[src/sv/clpf_pkg.sv]
// ----------------------------------------------------------------------------
// clpf_pkg: shared types and constants of the command line pattern filter
// Holds the verdict codes, the allowed name table, the banned text table and
// the request type that the front end hands to the name checker.
// ----------------------------------------------------------------------------
package clpf_pkg;

    localparam int TokenBytes   = 12;
    localparam int WindowBytes  = 10;
    localparam int AllowedCount = 95;
    localparam int BannedCount  = 41;
    localparam int NameBits     = TokenBytes * 8;

    localparam logic [2:0] VerdictSafe      = 3'd0;
    localparam logic [2:0] VerdictEmpty     = 3'd1;
    localparam logic [2:0] VerdictTooLong   = 3'd2;
    localparam logic [2:0] VerdictDangerous = 3'd3;
    localparam logic [2:0] VerdictNotListed = 3'd4;

    localparam logic [12:0] CountMax     = 13'h1FFF;
    localparam logic [11:0] SegmentMax   = 12'hFFF;
    localparam logic [12:0] LengthReset  = 13'd4096;

    // A request from the front end to the back end: a segment close (is_final = 0)
    // or the end of a command with its early verdict; either may carry a name to check.
    typedef struct packed {
        logic                is_final;
        logic                check_name;   // segment has a name to look up
        logic [NameBits-1:0] name;         // byte k in bits [8k+7:8k]
        logic [3:0]          name_len;
        logic [11:0]         segment;
        logic [2:0]          early_verdict;
    } clpf_req_t;

    // Pack a text of up to TokenBytes characters, first character lowest.
    function automatic logic [NameBits-1:0] pack_text(input string s);
        logic [NameBits-1:0] v;
        v = '0;
        for (int k = 0; k < s.len() && k < TokenBytes; k++) begin
            v[k*8 +: 8] = s[k];
        end
        return v;
    endfunction

    function automatic logic [NameBits-1:0] allowed_name(input logic [6:0] idx);
        logic [NameBits-1:0] v;
        v = '0;
        case (idx)
            7'd0:  v = pack_text("acpi");        7'd1:  v = pack_text("awk");
            7'd2:  v = pack_text("cal");         7'd3:  v = pack_text("cargo");
            7'd4:  v = pack_text("cat");         7'd5:  v = pack_text("cut");
            7'd6:  v = pack_text("date");        7'd7:  v = pack_text("df");
            7'd8:  v = pack_text("dig");         7'd9:  v = pack_text("dmidecode");
            7'd10: v = pack_text("du");          7'd11: v = pack_text("echo");
            7'd12: v = pack_text("env");         7'd13: v = pack_text("fastfetch");
            7'd14: v = pack_text("file");        7'd15: v = pack_text("find");
            7'd16: v = pack_text("free");        7'd17: v = pack_text("g++");
            7'd18: v = pack_text("gcc");         7'd19: v = pack_text("git");
            7'd20: v = pack_text("go");          7'd21: v = pack_text("grep");
            7'd22: v = pack_text("head");        7'd23: v = pack_text("hostname");
            7'd24: v = pack_text("hostnamectl"); 7'd25: v = pack_text("htop");
            7'd26: v = pack_text("ifconfig");    7'd27: v = pack_text("iostat");
            7'd28: v = pack_text("ip");          7'd29: v = pack_text("iw");
            7'd30: v = pack_text("iwconfig");    7'd31: v = pack_text("java");
            7'd32: v = pack_text("javac");       7'd33: v = pack_text("journalctl");
            7'd34: v = pack_text("loginctl");    7'd35: v = pack_text("ls");
            7'd36: v = pack_text("lsblk");       7'd37: v = pack_text("lscpu");
            7'd38: v = pack_text("lshw");        7'd39: v = pack_text("lsmem");
            7'd40: v = pack_text("lsof");        7'd41: v = pack_text("lspci");
            7'd42: v = pack_text("lsusb");       7'd43: v = pack_text("md5sum");
            7'd44: v = pack_text("mkdir");       7'd45: v = pack_text("neofetch");
            7'd46: v = pack_text("netstat");     7'd47: v = pack_text("nmcli");
            7'd48: v = pack_text("node");        7'd49: v = pack_text("npm");
            7'd50: v = pack_text("nslookup");    7'd51: v = pack_text("pgrep");
            7'd52: v = pack_text("ping");        7'd53: v = pack_text("pip");
            7'd54: v = pack_text("pip3");        7'd55: v = pack_text("pmap");
            7'd56: v = pack_text("printenv");    7'd57: v = pack_text("ps");
            7'd58: v = pack_text("pwd");         7'd59: v = pack_text("python");
            7'd60: v = pack_text("python3");     7'd61: v = pack_text("readlink");
            7'd62: v = pack_text("realpath");    7'd63: v = pack_text("rustc");
            7'd64: v = pack_text("sar");         7'd65: v = pack_text("screenfetch");
            7'd66: v = pack_text("sed");         7'd67: v = pack_text("sensors");
            7'd68: v = pack_text("sha256sum");   7'd69: v = pack_text("sleep");
            7'd70: v = pack_text("sort");        7'd71: v = pack_text("ss");
            7'd72: v = pack_text("stat");        7'd73: v = pack_text("strace");
            7'd74: v = pack_text("strings");     7'd75: v = pack_text("systemctl");
            7'd76: v = pack_text("tail");        7'd77: v = pack_text("tee");
            7'd78: v = pack_text("timedatectl"); 7'd79: v = pack_text("top");
            7'd80: v = pack_text("touch");       7'd81: v = pack_text("tr");
            7'd82: v = pack_text("traceroute");  7'd83: v = pack_text("type");
            7'd84: v = pack_text("uname");       7'd85: v = pack_text("uniq");
            7'd86: v = pack_text("upower");      7'd87: v = pack_text("uptime");
            7'd88: v = pack_text("vmstat");      7'd89: v = pack_text("wc");
            7'd90: v = pack_text("whereis");     7'd91: v = pack_text("which");
            7'd92: v = pack_text("who");         7'd93: v = pack_text("whoami");
            7'd94: v = pack_text("xargs");
            default: v = '0;
        endcase
        return v;
    endfunction

    function automatic int allowed_len(input logic [6:0] idx);
        logic [NameBits-1:0] v;
        int n;
        v = allowed_name(idx);
        n = 0;
        for (int k = 0; k < TokenBytes; k++) begin
            if (v[k*8 +: 8] != 8'd0) n = k + 1;
        end
        return n;
    endfunction

    function automatic string banned_text(input int idx);
        string s;
        s = "";
        case (idx)
            0: s = "sudo ";    1: s = "sudo\t";   2: s = " su ";     3: s = "\tsu ";
            4: s = " rm ";     5: s = "\trm ";    6: s = " rm\t";    7: s = " dd ";
            8: s = "mkfs";     9: s = "fdisk";    10: s = "chmod ";  11: s = "chown ";
            12: s = " kill ";  13: s = "killall"; 14: s = "pkill";   15: s = "reboot";
            16: s = "shutdown"; 17: s = "poweroff"; 18: s = "init "; 19: s = "> /";
            20: s = ">> /";    21: s = ">/";      22: s = ">>/";     23: s = "| sh";
            24: s = "| bash";  25: s = "|sh";     26: s = "|bash";   27: s = "eval ";
            28: s = "exec ";   29: s = ":(){";    30: s = "format";  31: s = "nc -e";
            32: s = "nc -l";   33: s = "/dev/sd"; 34: s = "/dev/nvme"; 35: s = "passwd";
            36: s = "useradd"; 37: s = "userdel"; 38: s = "mv /";    39: s = "cp /";
            40: s = "mkdir -p /";
            default: s = "";
        endcase
        return s;
    endfunction

endpackage

[src/sv/clpf_queue.sv]
// ----------------------------------------------------------------------------
// clpf_queue: short request queue between the scanner and the name checker
// A four-entry circular buffer in registers; a fill count gives full and empty.
// ----------------------------------------------------------------------------
module clpf_queue (
    input  logic                 aclk,
    input  logic                 aresetn,
    input  logic                 wr_valid,
    output logic                 wr_ready,
    input  clpf_pkg::clpf_req_t  wr_data,
    output logic                 rd_valid,
    input  logic                 rd_ready,
    output clpf_pkg::clpf_req_t  rd_data
);

    clpf_pkg::clpf_req_t mem_reg [4];
    logic [1:0] wp_reg, rp_reg;
    logic [2:0] fill_reg;

    assign wr_ready = (fill_reg != 3'd4);
    assign rd_valid = (fill_reg != 3'd0);
    assign rd_data  = mem_reg[rp_reg];

    always_ff @(posedge aclk) begin
        if (wr_valid && wr_ready) mem_reg[wp_reg] <= wr_data;
    end

    always_ff @(posedge aclk) begin
        if (!aresetn) begin
            wp_reg   <= '0;
            rp_reg   <= '0;
            fill_reg <= '0;
        end else begin
            if (wr_valid && wr_ready) wp_reg <= wp_reg + 2'd1;
            if (rd_valid && rd_ready) rp_reg <= rp_reg + 2'd1;
            fill_reg <= fill_reg + 3'(wr_valid && wr_ready) - 3'(rd_valid && rd_ready);
        end
    end

endmodule

[config.mk]
export PLATFORM = sky130hd
export DESIGN_NAME = clpf_queue
export DESIGN_NICKNAME = d
export VERILOG_FILES = /design/src/sv/clpf_pkg.sv /design/src/sv/clpf_queue.sv
export SDC_FILE = /design/constraint.sdc
export NUM_CORES = 1
export LEC_CHECK = 0
export ABC_CLOCK_PERIOD_IN_PS = 4570
export BUFFER_PORTS_ARGS = -buffer_cell sky130_fd_sc_hd__buf_2
export CORE_MARGIN = 5
export CORE_UTILIZATION = 35
export CTS_CLUSTER_SIZE = 24
export DETAILED_ROUTE_END_ITERATION = 12
export GPL_TIMING_DRIVEN = 1
export HOLD_SLACK_MARGIN = 0.12
export RECOVER_POWER = 25
export SETUP_SLACK_MARGIN = 0.1
export SYNTH_ARGS = -nofsm -noshare
export SYNTH_HDL_FRONTEND = slang
export SYNTH_SLANG_ARGS = --single-unit
[constraint.sdc]
create_clock -name aclk -period 4.57 [get_ports aclk]
set_input_delay 0.914 -clock aclk [delete_from_list [all_inputs] [get_ports aclk]]
set_output_delay 0.914 -clock aclk [all_outputs]
set_load 0.005 [all_outputs]
After elaboration in Yosys (flattened, before gate mapping)

Memory sizes are Yosys's and may differ from the RTL's. A register that Yosys moved wholly into a read port is not among the register bits.
Cells that the tools add are included.

Word-level logic and storage cells: 16
Input port bits: 121
Memories kept: 1
Register bits: 7
Output and inout port bits: 119
RAM bits: 468

Memories:

| memory  | depth | bits a word | rd ports | clocked after memory_dff | write ports | RTL line         | text |
|---|---|---|---|---|---|---|---|
| mem_reg | 4     | 117         | 1        | 1                        | 1           | clpf_queue.sv:16 | `clpf_pkg::clpf_req_t mem_reg [4];` |

Mux-type cells: 4
Reductions and logical operators: 3
Equality and inequality tests: 1
Add/subtract/negate cells: 4

Operators with widths:

| kind                  | number |
|---|---|
| $add A2 B1 Y2 const B | 2 |
| $mux W2               | 2 |
| $add A3 B1 Y3         | 1 |
| $ne A3 B3 Y1 const B  | 1 |
| $reduce_bool A3 Y1    | 1 |
| $sub A3 B1 Y3         | 1 |
| $logic_and A1 B1 Y1   | 2 |
| $mux W1               | 2 |

Logic depth before layout (Yosys ltp)

Gate-level depths: netlist (run 1).

Word-level depth: 4
Gate-level depth with buffers: 11
Depth with buffers taken out: 11

Worst setup path after synthesis (run 1)

Ideal clock, no wire load.

Kind: input -> register
From: input wr_valid
To: memory mem_reg[2][0] in the netlist's numbering, enable pin
Path buffers: 0
Slack: 0.039 ns
Cell stages on the path: 2
Required time: 4.080 ns
Data arrival time: 4.042 ns
Setup time: 0.490 ns
Cell sequence: a21boi_1 > and2_1

Word-level cells in the longest chain between the ends: 3

RTL lines:

| item                          | RTL line         | text |
|---|---|---|
| start, declared               | clpf_queue.sv:8  | `input logic wr_valid,` |
| $logic_and A1 B1 Y1           | clpf_queue.sv:25 | `if (wr_valid && wr_ready) mem_reg[wp_reg] <= wr_data;` |
| $mux W1                       | clpf_queue.sv:25 |  |
| $mux W1 (implied by the code) | clpf_queue.sv:25 |  |
| end, declared                 | clpf_queue.sv:16 |  |

No other way between the ends.

==> impl_metrics.py, run 1 <==
metrics = {
    "logic_synthesis": {
        "synth.area.top_cells": "edfxtp_1, mux4_2, dfxtp_1",
        "synth_warnings": 0,
        "yosysSeqAreaShare_pct": 82.2,
        "synth.cell_area_um2": 17300,
        "synth-seq-cells": 477,
        "syn_inst": 659,
        "yosysTopAreaCellShare_pct": 81.2,
        "synth.distinct_cells": 20,
        "yosys.area.top_type": "edfxtp_1",
        "syn_area_per_cell_um2": 26.3,
        "syn-num-nets": 787,
    },
    "routing": {
        "postRouteAntennaNets": 0,
        "wl_per_cell_um": 21.0,
        "dr.pass1.iters": 4,
        "drc": 0,
        "totalWireLength_mm": 34.5,
        "vias": 7771,
        "via_per_inst": 4.72,
        "drt_iter0_markers": 531,
    },
    "layout": {
        "nFillCells": 4199,
        "final_layout_size_suffix_gt1_share_pct": 38.5,
        "seqCellArea_um2": 14200,
        "nets": 1068,
        "multi_input_area_um2": 2910,
        "area_delta_synth_final_pct": 21.7,
        "largest_reg_flops": 468,
    },
    "critical_path": {
        "arrival_ps": 2490,
        "path_class": "reg2out",
        "regToRegSetupSlack_ps": 1960,
        "path_max_fanout": 23,
        "endpoint_kind": "output pin",
        "critPathLaunchType": "flop",
        "worstPathRequired_ps": 3660,
    },
    "placed_design": {
        "gp_congestion": 0.705,
        "port_buffers": 239,
        "hpwl_mm": 21.4,
        "pre_cts_slack_ps": 1440,
    },
    "min_path": {
        "hp-class": "reg2reg",
    },
    "timing": {
        "rsz0062_at_grt": "false",
        "period_share_pct": 74.4,
        "hold_viol": 0,
        "setup_slack_ps": 1170,
        "min_period_ps": 3400,
        "fin_setup_tns_ps": 0,
        "tightestPinTransition_ps": 794,
        "fin_skew_ps": 15.6,
        "maxSlewViolCount": 0,
        "timing.fmax_mhz": 294,
        "slew_headroom_pct": 47.1,
        "finalSetupViolCount": 0,
    },
    "die": {
        "placementRows": 81,
        "die_w_um": 232,
        "pin_count": 240,
        "dieArea_um2": 54000,
        "start_util_pct": 35.4,
        "core_um2": 49000,
        "dieHeight_um": 232,
    },
    "global_route": {
        "grt_max_degree": 46,
        "grt_pass1_wl_mm": 51.8,
        "antenna_found_initial": 4,
        "grt_usage_pct": 12.7,
        "grt_pass1_vias": 8290,
        "grt_remaining_overflow": 0,
    },
    "cts": {
        "holdBufCountCts": 0,
        "cts_buffers": 51,
        "post-cts-setup-buffers": 0,
        "postCtsResizedCells": 0,
        "htree_levels": 2,
        "cts_tree": "yes",
        "clkTransAtPathRegs_ps": 60,
        "clock-root-buffer": "clkbuf_16",
        "clk_latency_ps": 570,
        "clock_sinks": 477,
        "cts_buffer_depth": 3,
    },
    "power_and_ir_drop": {
        "ir_drop_mv": 0.362,
        "leakage_nw": 6.78,
        "powerDensity_nw_per_um2": 565,
    },
    "status": {
        "status": "complete, no violations",
    },
    "run": {
        "maxCapViolations": 0,
    },
}
[metal layers]
layer  GRT usage (%)  up-vias  wire length, µm
li1                -     3410                -
met1            17.1     4093            14400
met2            20.0      202            16500
met3            3.87       62             2760
met4            4.10        4              788
met5               0        -               27
[critical path, cell delays in order (launching register included)]
cell and delay (ps):
dfxtp_4 640, buf_4 490, mux4_2 600, buf_2 150
[layout make-up]
class / count / share of cell area, %
Sequential cell: 477 / 67.6
Multi-Input combinational cell: 150 / 13.8
Timing Repair Buffer: 255 / 6.33
Clock buffer: 60 / 6.32
Tap cell: 664 / 3.94
Clock inverter: 32 / 1.86
Inverter: 5 / 0.0891
Antenna cell: 3 / 0.0356
[synth_stat cells (all sizes together)]
master	n
nor2b	3
edfxtp	468
buf	19
nand2	5
fa	1
or3	1
mux4	117
dfxtp	9
ha	6
clkbuf	8
xnor2	4
a21boi	1
mux2i	2
inv	5
o311ai	1
nor2	1
o31a	1
and2	7
[through the flow]
stage | hold slack [ps] | utilization, % | total power, mW | std cells | instance area, µm²
floorplan | 468 | - | 6.90 | 659 | 17300
global placement | 487 | 39.7 | 7.90 | 1551 | 19400
detailed placement | 501 | 39.7 | 7.92 | 1551 | 19400
CTS | 494 | 43.2 | 12.2 | 1643 | 21200
global route | 539 | 43.0 | 12.5 | 1643 | 21100
finish | 514 | 43.0 | 11.9 | 1646 | 21100
[logic make-up (layout without fill, tap and decap cells)]
logic type | count (synthesis) | in the layout | share of synthesized area, %
DFF | 477 | 477 | 82.2
AOI/OAI and AO/OA | 3 | 3 | 0.145
and+or+nand+nor | 17 | 17 | 0.528
other | 0 | 3 | 0
adders and majority gates | 7 | 7 | 0.549
buffers and inverters | 32 | 352 | 1.03
muxes | 119 | 119 | 15.3
xor gates and xnor gates | 4 | 4 | 0.202
[cell usage in the layout, fill, tap and decap left out, types with 2 or more instances in the layout]
cell type | synthesis | final
clkinvlp_4 | 0 | 6
clkinv_1 | 0 | 8
clkbuf_16 | 0 | 52
buf_12 | 0 | 9
dfxtp_1 | 9 | 7
inv_6 | 0 | 3
and2_1 | 7 | 3
inv_1 | 5 | 5
nor2b_1 | 3 | 3
ha_1 | 6 | 6
dfxtp_4 | 0 | 2
edfxtp_1 | 468 | 468
xnor2_1 | 4 | 4
mux4_2 | 117 | 117
diode_2 | 0 | 3
nand2_1 | 5 | 5
and2_4 | 0 | 4
clkbuf_1 | 8 | 85
buf_2 | 13 | 162
mux2i_1 | 2 | 2
buf_4 | 1 | 7
bufinv_16 | 0 | 8
clkinv_2 | 0 | 5
[final timing paths]
path	startpoint	endpoint	cells after the start
setup / recovery	flop	rd_data[103]	3
hold / removal	wp_reg[0]	wp_reg[0]	2
setup reg to reg	fill_reg[1]	fill_reg[2]	11
hold reg to reg	wp_reg[0]	wp_reg[0]	2
[where the power goes]
part           switching (mW)  internal [mW]  total, mW
logic                    1.12           1.15       2.26
clock network            1.66           2.54       4.19
registers               0.156           5.30       5.45
(Power assumes the default switching activity.)
==> run 2: changes to the inputs <==
ABC_CLOCK_PERIOD_IN_PS = 3460   (was 4570)
clock period = 3.46 ns   (was 4.57 ns; I/O delays follow)
==> impl_metrics.py, run 2 (synthesized netlist as in run 1, its figures left out) <==
metrics = {
    "run": {
        "maxCapViolations": 0,
    },
    "cts": {
        "postCtsResizedCells": 0,
        "htree_levels": 2,
        "post-cts-setup-buffers": 0,
        "clock-root-buffer": "clkbuf_16",
        "cts_buffer_depth": 3,
        "cts_tree": "yes",
        "clk_latency_ps": 570,
        "clkTransAtPathRegs_ps": 60,
        "clock_sinks": 477,
        "cts_buffers": 49,
        "holdBufCountCts": 0,
    },
    "placed_design": {
        "gp_congestion": 0.681,
        "hpwl_mm": 20.0,
        "place_area_um2": 19600,
        "port_buffers": 239,
    },
    "timing": {
        "fin_skew_ps": 10.7,
        "min_period_ps": 2990,
        "slew_headroom_pct": 53.0,
        "tightestPinTransition_ps": 706,
        "hold_viol": 0,
        "fin_setup_tns_ps": 0,
        "timing.fmax_mhz": 334,
        "finalSetupViolCount": 0,
        "maxSlewViolCount": 0,
        "period_share_pct": 86.5,
        "rsz0062_at_grt": "false",
    },
    "power_and_ir_drop": {
        "swShare_pct": 24.6,
        "p_int_mw": 11.7,
        "powerDensity_nw_per_um2": 734,
        "leakage_nw": 6.80,
        "power_frac_comb_pct": 19.8,
        "p_clk_share_pct": 33.4,
        "p_switching_mw": 3.80,
        "ir_drop_mv": 0.458,
        "seq_power_share_pct": 46.8,
        "finalPower_mw": 15.5,
    },
    "die": {
        "core_um2": 49000,
        "dieHeight_um": 232,
        "dieArea_um2": 54000,
        "pin_count": 240,
        "placementRows": 81,
        "die_w_um": 232,
        "start_util_pct": 35.4,
    },
    "layout": {
        "nFillCells": 4255,
        "area_delta_synth_final_pct": 21.7,
        "layout_commonest_cell": "edfxtp_1",
        "nets": 1074,
        "seqCellArea_um2": 14200,
        "layout_common_cells": "edfxtp_1, buf_2, mux4_2",
        "multi_input_area_um2": 2910,
        "largest_reg_flops": 468,
        "fin_area_um2": 21100,
        "post-route-util_pct": 43.1,
        "final_layout_size_suffix_gt1_share_pct": 39.0,
    },
    "critical_path": {
        "worstPathRequired_ps": 2770,
        "endpoint_kind": "output pin",
        "arrival_ps": 2300,
        "critPathLaunchType": "flop",
        "path_max_fanout": 22,
        "crit_chain": "buf_12 > mux4_2 > buf_2",
        "cp_num_buf_inv": 2,
        "cpPeakStageDelay_ps": 730,
        "crit_family": "flip-flops",
        "critPathSlowestCell": "dfxtp_4",
        "path_class": "reg2out",
    },
    "global_route": {
        "grt_pass1_vias": 8616,
        "grt_max_degree": 78,
        "grt_pass1_wl_mm": 52.1,
        "grt_remaining_overflow": 0,
        "grt_usage_pct": 12.7,
        "antenna_found_initial": 1,
    },
    "routing": {
        "postRouteAntennaNets": 0,
        "dr.pass1.iters": 4,
        "drc": 0,
        "totalWireLength_mm": 34.3,
        "vias": 7774,
        "drt_iter0_markers": 503,
        "wl_per_cell_um": 20.8,
        "via_per_inst": 4.72,
    },
    "status": {
        "status": "complete, no violations",
    },
    "min_path": {
        "hp-class": "in2reg",
    },
}
[run 2: changes by cell type in the layout (fill, tap and decap cells not counted), sizes merged]
cell | previous run | this run
buf | 178 | 190
bufinv | 8 | 5
clkbuf | 137 | 132
clkinv | 15 | 17
clkinvlp | 6 | 4
diode | 3 | 1
[run 2: worst paths after layout]
| kind | from | to | slack (ps) | depth (start not counted) |
|---|---|---|---|---|
| worst max-delay path | flop | rd_data[23] | 470 | 3 |
| worst min-delay path | wr_data[107] | mem_reg[0][107] | 340 | 1 |
| worst max register to register | fill_reg[1] | fill_reg[2] | 1130 | 12 |
| worst min register to register | wp_reg[0] | wp_reg[0] | 500 | 2 |
[run 2: cell type report]
class / instances / area share (%)
sequential: 477 / 67.6
multi-input combinational: 150 / 13.8
timing repair buffer: 263 / 7.05
clock buffer: 59 / 6.20
tap: 664 / 3.94
clock inverter: 29 / 1.32
inverter: 5 / 0.0891
antenna: 1 / 0.0119
[run 2: through the flow]
stage	instances	setup WS, ps	hold slack [ps]
5_1_grt	1647	295	311
3_3_place_gp	1559	875	488
3_5_place_dp	1559	883	493
2_1_floorplan	659	431	468
4_1_cts	1647	338	283
6_report	1648	467	344
[run 2: power groups by stage]
| stage | sequential (mW) | combinational, mW | clock, mW |
|---|---|---|---|
| floorplan | 7.23 | 1.88 | 0 |
| global placement | 7.35 | 3.18 | 0 |
| detailed placement | 7.38 | 3.19 | 0 |
| CTS | 7.26 | 3.19 | 5.35 |
| global route | 7.30 | 3.33 | 5.62 |
| finish | 7.24 | 3.06 | 5.17 |
[run 2: layer usage]
metal / vias to the layer above / GRT usage (%) / share of wire [%]
met3: 53 / 3.93 / 6.9
met4: 2 / 3.27 / 1.9
li1: 3419 / - / -
met5: - / 0 / 0.038
met2: 188 / 20.2 / 48
met1: 4112 / 17.2 / 43
==> run 3: changes to the inputs <==
CORE_UTILIZATION = 30   (was 35)
==> impl_metrics.py, run 3 (synthesized netlist as in run 1, its figures left out) <==
metrics = {
    "timing": {
        "period_share_pct": 82.6,
        "fin_setup_tns_ps": 0,
        "maxSlewViolCount": 0,
        "tightestPinTransition_ps": 584,
        "timing.fmax_mhz": 350,
        "hold_viol": 0,
        "min_period_ps": 2860,
        "slew_headroom_pct": 60.5,
        "finalSetupViolCount": 0,
        "fin_skew_ps": 14.4,
        "rsz0062_at_grt": "false",
    },
    "die": {
        "dieHeight_um": 250,
        "die_w_um": 250,
        "dieArea_um2": 62600,
        "core_um2": 57500,
        "placementRows": 88,
        "pin_count": 240,
        "start_util_pct": 30.1,
    },
    "power_and_ir_drop": {
        "leakage_nw": 6.82,
        "powerDensity_nw_per_um2": 734,
        "finalPower_mw": 15.6,
        "ir_drop_mv": 0.439,
    },
    "cts": {
        "clkTransAtPathRegs_ps": 60,
        "clk_latency_ps": 570,
        "htree_levels": 2,
        "holdBufCountCts": 0,
        "clock_sinks": 477,
        "cts_buffer_depth": 3,
        "post-cts-setup-buffers": 0,
        "postCtsResizedCells": 0,
        "cts_buffers": 52,
        "clock-root-buffer": "clkbuf_16",
        "cts_tree": "yes",
    },
    "routing": {
        "vias": 7865,
        "postRouteAntennaNets": 0,
        "via_per_inst": 4.47,
        "drc": 0,
        "dr.pass1.iters": 4,
        "wl_per_cell_um": 20.2,
        "totalWireLength_mm": 35.5,
        "drt_iter0_markers": 446,
    },
    "layout": {
        "fin_area_um2": 21300,
        "largest_reg_flops": 468,
        "post-route-util_pct": 37.0,
        "layout_common_cells": "edfxtp_1, buf_2, mux4_2",
        "final_layout_size_suffix_gt1_share_pct": 38.5,
        "layout_commonest_cell": "edfxtp_1",
        "nets": 1081,
        "area_delta_synth_final_pct": 22.7,
    },
    "status": {
        "status": "complete, no violations",
    },
    "placed_design": {
        "place_area_um2": 19700,
        "gp_congestion": 0.693,
        "hpwl_mm": 21.7,
        "port_buffers": 239,
    },
    "critical_path": {
        "endpoint_kind": "output pin",
        "critPathLaunchType": "flop",
        "critPathSlowestCell": "mux4_2",
        "worstPathRequired_ps": 2770,
        "path_max_fanout": 63,
        "arrival_ps": 2170,
        "path_class": "reg2out",
        "crit_chain": "buf_12 > mux4_2 > buf_2",
        "cpPeakStageDelay_ps": 580,
    },
    "global_route": {
        "grt_pass1_vias": 8635,
        "grt_remaining_overflow": 0,
        "grt_usage_pct": 11.1,
        "grt_max_degree": 64,
        "grt_pass1_wl_mm": 53.6,
        "antenna_found_initial": 5,
    },
    "run": {
        "maxCapViolations": 0,
    },
    "min_path": {
        "hp-class": "in2reg",
    },
}
-- run 3: cell types whose count changed in the layout (fill, tap and decap cells not counted) --
cell and delta:
inv_6 -2, clkbuf_1 +8, clkinv_1 +2, buf_4 +7, inv_8 +1, buf_2 -6, diode_2 +2, clkbuf_16 +2
buf_12 -3
-- run 3: cell type report --
class | instances | area, µm²
Antenna cell | 3 | 7.51
Clock buffer | 63 | 1360
Clock inverter | 30 | 280
Fill cell | 5284 | 36200
Inverter | 5 | 18.8
Multi-Input combinational cell | 150 | 2910
Sequential cell | 477 | 14200
Tap cell | 765 | 957
Timing Repair Buffer | 267 | 1470
-- run 3: final timing paths --
kind | startpoint | endpoint | slack [ps] | cells after the start
hold / removal | wr_data[107] | mem_reg[3][107] | 350 | 1
setup reg to reg | fill_reg[1] | fill_reg[2] | 1030 | 12
setup / recovery | flop | rd_data[35] | 600 | 3
hold reg to reg | wp_reg[0] | wp_reg[0] | 510 | 2
-- run 3: per-layer routing --
layer,vias up,GRT usage (%),part of all wire (%)
li1,3440,-,-
met1,4146,14.8,43
met2,208,17.4,47
met3,65,4.00,7.6
met4,6,3.15,2.3
met5,-,0,0.11
-- run 3: stage by stage --
stage | setup slack, ps | hold WS [ps] | instances
6_report | 601 | 347 | 1760
5_1_grt | 436 | 311 | 1757
4_1_cts | 498 | 276 | 1757
3_5_place_dp | 812 | 497 | 1664
3_3_place_gp | 890 | 481 | 1664
2_1_floorplan | 431 | 468 | 659
-- run 3: where the power goes --
part	internal [mW]	total (mW)	switching (mW)
Combinational	1.57	3.11	1.55
Sequential	6.99	7.15	0.157
Clock	3.17	5.33	2.16
-- run 3: critical path, delay by kind of cell (launching register included) --
kind | cells | cell delay (ps)
buf+inv | 2 | 590
mux | 1 | 580
flops | 1 | 370
